File: src/design/nfps_pkg.sv
package nfps_pkg;

	// Default array geometry.
	localparam int NFPS_BANKS      = 4;
	localparam int NFPS_BLOCKS     = 16;
	localparam int NFPS_PAGES      = 16;
	localparam int NFPS_DATA_WORDS = 4;

	// Fixed field widths.
	localparam int WORD_W  = 64;
	localparam int SPARE_W = 32;
	localparam int PAGE_W  = WORD_W + SPARE_W;

	// Configuration port widths.
	localparam int APB_AW = 4;
	localparam int APB_DW = 32;

	// Command codes.
	localparam logic [1:0] CMD_STAGE   = 2'd0;
	localparam logic [1:0] CMD_PROGRAM = 2'd1;
	localparam logic [1:0] CMD_READ    = 2'd2;
	localparam logic [1:0] CMD_ERASE   = 2'd3;

	// Status codes.
	localparam logic [2:0] ST_OK        = 3'd0;
	localparam logic [2:0] ST_INVALID   = 3'd1;
	localparam logic [2:0] ST_OVERWRITE = 3'd2;
	localparam logic [2:0] ST_POSITION  = 3'd3;
	localparam logic [2:0] ST_EMPTY     = 3'd4;

	// Register indexes, taken from paddr[3:2].
	localparam logic [1:0] REG_BANK_COUNT  = 2'd0;
	localparam logic [1:0] REG_BLOCK_COUNT = 2'd1;
	localparam logic [1:0] REG_PAGE_COUNT  = 2'd2;

	// Register reset values.
	localparam logic [2:0] RST_BANK_COUNT  = 3'd4;
	localparam logic [4:0] RST_BLOCK_COUNT = 5'd16;
	localparam logic [4:0] RST_PAGE_COUNT  = 5'd16;

	typedef struct packed {
		logic [1:0]         cmd;
		logic [1:0]         bank;
		logic [3:0]         block;
		logic [3:0]         page;
		logic [1:0]         word_index;
		logic [WORD_W-1:0]  data_word;
		logic [SPARE_W-1:0] spare_in;
	} nfps_req_t;

	typedef struct packed {
		logic [2:0]         status;
		logic [WORD_W-1:0]  read_word;
		logic [SPARE_W-1:0] spare_out;
		logic               last;
	} nfps_rsp_t;

	typedef struct packed {
		logic [2:0] bank_count;
		logic [4:0] block_count;
		logic [4:0] page_count;
	} nfps_cfg_t;

	// A count above the geometry acts as the geometry.
	function automatic logic [7:0] cap_count(input logic [7:0] count, input logic [7:0] cap);
		return (count < cap) ? count : cap;
	endfunction

endpackage

File: src/design/nfps_regs.sv
module nfps_regs
	import nfps_pkg::*;
(
	input  logic              clk,
	input  logic              arst_n,
	input  logic              psel,
	input  logic              penable,
	input  logic              pwrite,
	input  logic [APB_AW-1:0] paddr,
	input  logic [APB_DW-1:0] pwdata,
	output logic [APB_DW-1:0] prdata,
	output logic              pready,
	output nfps_cfg_t         cfg
);

	nfps_cfg_t  cfg_q;
	logic       wr_en;
	logic [1:0] reg_idx;

	assign pready  = 1'b1;
	assign wr_en   = psel && penable && pwrite;
	assign reg_idx = paddr[3:2];
	assign cfg     = cfg_q;

	always_ff @(posedge clk or negedge arst_n) begin
		if (!arst_n) begin
			cfg_q.bank_count  <= RST_BANK_COUNT;
			cfg_q.block_count <= RST_BLOCK_COUNT;
			cfg_q.page_count  <= RST_PAGE_COUNT;
		end else if (wr_en) begin
			case (reg_idx)
				REG_BANK_COUNT:  cfg_q.bank_count  <= pwdata[2:0];
				REG_BLOCK_COUNT: cfg_q.block_count <= pwdata[4:0];
				REG_PAGE_COUNT:  cfg_q.page_count  <= pwdata[4:0];
				default: ;
			endcase
		end
	end

	always_comb begin
		prdata = '0;
		case (reg_idx)
			REG_BANK_COUNT:  prdata[2:0] = cfg_q.bank_count;
			REG_BLOCK_COUNT: prdata[4:0] = cfg_q.block_count;
			REG_PAGE_COUNT:  prdata[4:0] = cfg_q.page_count;
			default:         prdata      = '0;
		endcase
	end

endmodule

File: config.mk
export PLATFORM = sky130hd
export DESIGN_NAME = nfps_regs
export DESIGN_NICKNAME = d
export VERILOG_FILES = /design/src/design/nfps_pkg.sv /design/src/design/nfps_regs.sv
export SDC_FILE = /design/constraint.sdc
export NUM_CORES = 1
export LEC_CHECK = 0
export BUFFER_PORTS_ARGS = -buffer_cell sky130_fd_sc_hd__buf_2
export CORE_MARGIN = 10
export CORE_UTILIZATION = 35
export CTS_CLUSTER_SIZE = 16
export DETAILED_ROUTE_END_ITERATION = 10
export PLACE_DENSITY = 0.8
export SLEW_MARGIN = 10
export SYNTH_ARGS = -nofsm -noshare
export SYNTH_HDL_FRONTEND = slang
export SYNTH_SLANG_ARGS = --single-unit
File: constraint.sdc
create_clock -name clk -period 1 [get_ports clk]
set_input_delay 0.05 -clock clk [delete_from_list [all_inputs] [get_ports clk]]
set_output_delay 0.05 -clock clk [all_outputs]
set_load 0.02 [all_outputs]
[Word-level counts from Yosys, hierarchy flattened]
Index checks and enable logic that the tools add are counted.
Operators by class
  equal/unequal tests: 2
  muxes and demuxes: 2
  reduce and logical (&&, ||, !) cells: 6
Operators by type and width (count)
  $pmux W3 S3: 1
  $reduce_and A2 Y1: 3
  $pmux W2 S2: 1
  $eq A2 B1 Y1 const B: 1
  $eq A2 B2 Y1 const B: 1
  $logic_and A1 B1 Y1: 2
  $logic_not A2 Y1: 1
Storage, ports and cells
  bits in registers: 13
  input bits: 41
  output and inout bits: 46
  word-level logic and storage cells: 13

[Longest topological paths before layout]
Gate-level depths: netlist of run 1.
  word-level depth: 3
  depth in mapped cells: 4
  mapped depth without buffers: 4

[Least setup slack after synthesis of run 1]
No wires, ideal clock.
  path kind: reg-to-output
  start: register cfg_q (netlist bit cfg[4])
  end: output port prdata[4]
  arrival time: 0.999 ns
  path slack: -0.049 ns
  cell stages (with the launch flop): 3
  buffers on the path: 0
  cell sequence: dfstp_2 a22oi_1 nor2b_1
On the way
  longest elaborated chain between the ends: 1
RTL lines
  from (decl): RTL line nfps_regs.sv:16  | nfps_cfg_t cfg_q;
  $pmux W2 S2: RTL line nfps_regs.sv:42  | case (reg_idx)
  to (decl): RTL line nfps_regs.sv:11  | output logic [APB_DW-1:0] prdata,
Every way passes these cells.

[Final worst setup path of run 1]
  start: register cfg_q (netlist bit cfg[6])
  end: output port prdata[1]
On the way
  longest elaborated chain between the ends: 1
RTL lines (RTL line)
  $pmux W3 S3: nfps_regs.sv:42
Every way passes these cells.

==> results of run 1 <==
logic make-up (layout without fill, tap and decap cells):
group | Yosys count | in the layout | share of synthesized area
DFF | 13 | 13 | 0.387
muxes | 13 | 13 | 0.172
AOI/OAI and AO/OA | 5 | 5 | 0.0529
adders and majority gates | 4 | 4 | 0.0588
buffers and inverters | 30 | 45 | 0.256
other | 2 | 28 | 0.00883
and+or+nand+nor | 8 | 8 | 0.0647
area by class of cell:
| class | count | area [um^2] |
|---|---|---|
| multi-input cells | 58 | 428 |
| repair buffers | 39 | 297 |
| fillers | 198 | 1130 |
| well taps | 28 | 35.0 |
| clock buffers | 4 | 26.3 |
| inverters | 2 | 7.51 |
| flip-flops and latches | 13 | 329 |
timing repair:
action / in CTS / in global routing
hold endpoints to repair: 13 / 0
hold buffers: 1 / 0
pin swaps: 3 / 0
gates cloned: 0 / 0
endpoints found under the setup margin: 11 / 18
buffers inserted: 3 / 2
gates resized for setup: 20 / 8
synthesized netlist by cell type (all sizes together):
cell type / instances
a22oi: 2
nor2: 3
conb: 2
ha: 4
dfrtp: 10
inv: 2
buf: 28
nor2b: 2
mux2: 13
dfstp: 3
nand4: 3
a222oi: 3
per-stage QoR:
stage	setup TNS [ps]	setup WS (ps)	cells	area (um^2)	hold WS [ps]
finish	-1350	-305	144	1120	34.0
global route	-1840	-379	144	1120	25.0
CTS	-1290	-313	144	1090	20.5
detailed placement	-2370	-214	136	968	-49.3
global placement	-1920	-185	136	968	-59.0
floorplan	0	11.0	101	953	-246
final timing paths:
path                                startpoint                   to  slack [ps]  depth (start not counted)
min                                  pwdata[0]  cfg[10]$_DFFE_PN0P_          30                          2
min reg2reg                cfg[10]$_DFFE_PN0P_  cfg[10]$_DFFE_PN0P_         550                          1
min in group asynchronous               arst_n   cfg[5]$_DFFE_PN0P_         200                          2
max                         cfg[6]$_DFFE_PN0P_            prdata[1]        -310                          3
max in group asynchronous               arst_n   cfg[9]$_DFFE_PN1P_         520                          2
max reg2reg                 cfg[6]$_DFFE_PN0P_   cfg[6]$_DFFE_PN0P_          70                          2
worst max-delay path, stage by stage, from the launching register on:
cell	delay, ps
dfrtp_1	400
a222oi_1	320
nor2_1	80
buf_2	170
power groups by stage:
stage          Combinational, mW  Sequential (mW)  Clock (mW)
6_report                   0.963            0.782       0.327
5_1_grt                     1.03            0.789       0.366
4_1_cts                    0.916            0.766       0.329
3_5_place_dp               0.751            0.769           0
3_3_place_gp               0.737            0.761           0
2_1_floorplan              0.382            0.914           0
layer usage:
metal	global-route usage	vias up	wire (um)	part of all wire
met1	0.0723	319	682	0.27
met3	0.0913	5	549	0.22
li1	-	283	-	-
met4	0.0421	0	40	0.016
met5	0	-	0	0
met2	0.162	66	1220	0.49
==> flow_metrics.tcl, run 1 <==
set metrics [dict create \
    syn2layout_area_growth_pct 31.9 \
    synth_cells 75 \
    crit_arrival_ps 1260 \
    period_needed_ps 1310 \
    core_um2 2250 \
    grt_max_degree 14 \
    antenna_found_initial 0 \
    violations "setup timing" \
    drcViolationCount 0 \
    dieArea_um2 4800 \
    post_synth_num_cell_types 13 \
    grtUsageTotal 0.0962 \
    clock_path_buffers 2 \
    viasPerCell 4.67 \
    power.density_nw_per_um2 1850 \
    cts_tree "built" \
    start_util 0.377 \
    syn-cell-area_um2 851 \
    routedWlPerCell_um 17.3 \
    final_cell_mix "conb_1 (28), buf_2 (19), mux2_2 (13), buf_6 (13), dfrtp_1 (10)" \
    placementRows 17 \
    hold_viol 0 \
    drt-pass1-iter-count 4 \
    sw_frac_of_total 0.388 \
    die_x_um 69.3 \
    synth_area_leaders "dfrtp_1 (29%), buf_4 (25%), mux2_2 (17%), dfstp_2 (9.3%), ha_1 (5.9%)" \
    clock_sinks 13 \
    p_leak_nw 0.584 \
    post-route-period-util 1.31 \
    final-max-slew-violation-count 0 \
    crit_required_ps 950 \
    setup_viol 8 \
    status "finished, violations left" \
    drive_gt1_frac 0.552 \
    comb_power_share 0.465 \
    synth_top_area_share 0.294 \
    endpoint_kind "output pin" \
    synth_top_cell_by_area "dfrtp_1" \
    rsz0062_at_grt "yes" \
    power.total_mw 2.07 \
    via_count 673 \
    ctsRootBufferMaster "clkbuf_4" \
    path_class "reg2out" \
    cts.clk_slew.worst_paths_ps 80 \
    setup_slack_ps -305 \
    overflow 0 \
    largest_reg_flops 13 \
    place_congestion 0.767 \
    cts_max_level 1 \
    ys_seq_area_frac 0.387 \
    final_util 0.498 \
    fin_worst_skew_ps 0 \
    p_sw_mw 0.803 \
    ys_ff_latch 13 \
    crit_path_start_kind "flop" \
    hold_path_class "in2reg" \
    io_buffers 29 \
    dpl.hpwl_mm 1.84 \
    clkPwrFrac 0.158 \
    antennaDiodeCount 0 \
    grt_pass1_wl_mm 3.85 \
    internal_power_mw 1.27 \
    avgSynthCellArea_um2 11.3 \
    p_seq_frac 0.378 \
    critPathMaxFanout 2 \
    numCtsBuffers 3 \
    fmax_ghz 0.766 \
    vdd_drop_max_v 0.00124 \
    layout_commonest_cell "conb_1" \
    ios 87 \
    ant_nets 0 \
    clk_latency_ps 270 \
    die_y_um 69.3 \
    drtIter0Drc 33 \
    nNetsFinal 162 \
    ys_warn_count 0 \
    routed_wl_mm 2.50 \
    grt_pass1_vias 815 \
    maxCapViolCount 0 \
]
No activity file was read; power rests on OpenSTA's default activity.
==> run 2, diff against run 1 <==
==> constraint.sdc (replaced) <==
create_clock -name clk -period 1 [get_ports clk]
set_input_delay 0.2 -clock clk [delete_from_list [all_inputs] [get_ports clk]]
set_output_delay 0.2 -clock clk [all_outputs]
set_load 0.02 [all_outputs]
==> run 2 against run 1 <==
Via count is 1.3% higher. Clock power about the same. Fmax is 13% lower. The run still ends with setup timing left. Non-clock buffer count increased by 8. Largest cell class unchanged. Critical path type unchanged.
==> flow_metrics.tcl, run 2 (same netlist as run 1, synthesis figures left out) <==
set metrics [dict create \
    grt_pass1_vias 829 \
    worstSetupPathDepth 3 \
    path_class "reg2out" \
    finalNonFillerCells 152 \
    syn2layout_area_growth_pct 56.5 \
    timing.rr.start "cfg[6]$_DFFE_PN0P_" \
    cp-endpoint "prdata[0]" \
    io_buffers 29 \
    layout_commonest_cell "buf_6" \
    setup_slack_ps -499 \
    antennaDiodeCount 0 \
    core_um2 2250 \
    drive_gt1_frac 0.669 \
    clock_sinks 13 \
    p_leak_nw 0.654 \
    status "finished, violations left" \
    ff2ff_path_depth 4 \
    crit_arrival_ps 1300 \
    cts_max_level 1 \
    power.density_nw_per_um2 1790 \
    fillers 173 \
    critPathLaunch "cfg[0]$_DFFE_PN0P_" \
    routedWlPerCell_um 16.4 \
    hold_path_class "in2reg" \
    critical_path.max_stage_delay_ps 420 \
    numCtsBuffers 3 \
    place_congestion 0.832 \
    grt_pass1_wl_mm 4.10 \
    fmax_ghz 0.667 \
    placementRows 17 \
    routed_wl_mm 2.50 \
    fin_area_um2 1330 \
    largest_reg_flops 13 \
    power.total_mw 2.38 \
    hold_path.startpoint "pwdata[4]" \
    critPathMaxFanout 2 \
    maxCapViolCount 0 \
    cts_tree "built" \
    ant_nets 0 \
    path_cells "a222oi_1, nor2_2, buf_6" \
    drcViolationCount 0 \
    clk_latency_ps 280 \
    reg2reg_slack_ps -130 \
    hold_viol 0 \
    final_cell_mix "buf_6 (30), conb_1 (28), mux2_2 (11)" \
    viasPerCell 4.49 \
    crit_required_ps 800 \
    dpl.cell_count 144 \
    dpl.hpwl_mm 1.86 \
    crit_path_start_kind "flop" \
    nNetsFinal 170 \
    critical-path-top-delay-family "flip-flops" \
    endpoint_kind "output pin" \
    start_util 0.377 \
    rsz0062_at_grt "yes" \
    whs_path_depth 2 \
    fin_worst_skew_ps 0 \
    ctsRootBufferMaster "clkbuf_4" \
    placed_area_um2 1100 \
    die_x_um 69.3 \
    period_needed_ps 1500 \
    dieArea_um2 4800 \
    clock_path_buffers 2 \
    cp_slowest_cell "dfrtp_2" \
    violations "setup timing" \
    die_y_um 69.3 \
    ios 87 \
    grt_max_degree 14 \
    via_count 682 \
    drtIter0Drc 28 \
    setup_viol 20 \
    cts.clk_slew.worst_paths_ps 80 \
    reg2reg_to "cfg[6]$_DFFE_PN0P_" \
    overflow 0 \
    final-max-slew-violation-count 0 \
    vdd_drop_max_v 0.00115 \
    post-route-period-util 1.50 \
    antenna_found_initial 0 \
    drt-pass1-iter-count 4 \
    path_buf_inv 1 \
    grtUsageTotal 0.102 \
]
run 2: worst min-delay path by stage:
stage | endpoint | slack [ps]
after floorplan | cfg[0]$_DFFE_PN0P_ | -100
after global placement | cfg[10]$_DFFE_PN0P_ | 90
after detailed placement | cfg[8]$_DFFE_PN0P_ | 90
after CTS | cfg[4]$_DFFE_PN1P_ | 160
after global routing | cfg[9]$_DFFE_PN1P_ | 150
final | cfg[4]$_DFFE_PN1P_ | 160
run 2: final cells by class:
type / count / area, um^2 / share of cell area
timing repair buffer: 47 / 445 / 0.335
multi-input combinational: 58 / 478 / 0.359
tap: 28 / 35.0 / 0.0263
inverter: 2 / 12.5 / 0.00940
sequential: 13 / 334 / 0.251
clock buffer: 4 / 26.3 / 0.0197
run 2: metrics by stage:
step	hold slack, ps	utilization	setup TNS, ps	setup slack, ps
5_1_grt	150	0.590	-5430	-554
4_1_cts	156	0.583	-4200	-464
2_1_floorplan	-95.6	-	-479	-139
6_report	162	0.590	-4460	-499
3_5_place_dp	94.4	0.486	-4490	-400
3_3_place_gp	92.2	0.486	-4090	-375
run 2: what timing repair did:
| action | in CTS | in global routing |
|---|---|---|
| setup buffers | 3 | 4 |
| endpoints found under the setup margin | 18 | 21 |
| gates resized for setup | 50 | 6 |
| hold buffers | 1 | 0 |
| pin swaps | 6 | 2 |
| hold endpoints to repair | 10 | 0 |
run 2: where the power goes:
group / leakage, nW / internal [mW] / switching (mW)
registers: 0.149 / 0.677 / 0.0998
logic: 0.489 / 0.688 / 0.584
clock network: 0.0150 / 0.155 / 0.174
run 2: per-layer routing:
layer | global-route usage | part of all wire
met1 | 0.0970 | 0.34
met2 | 0.162 | 0.46
met3 | 0.0642 | 0.17
met4 | 0.0643 | 0.018
met5 | 0 | 0
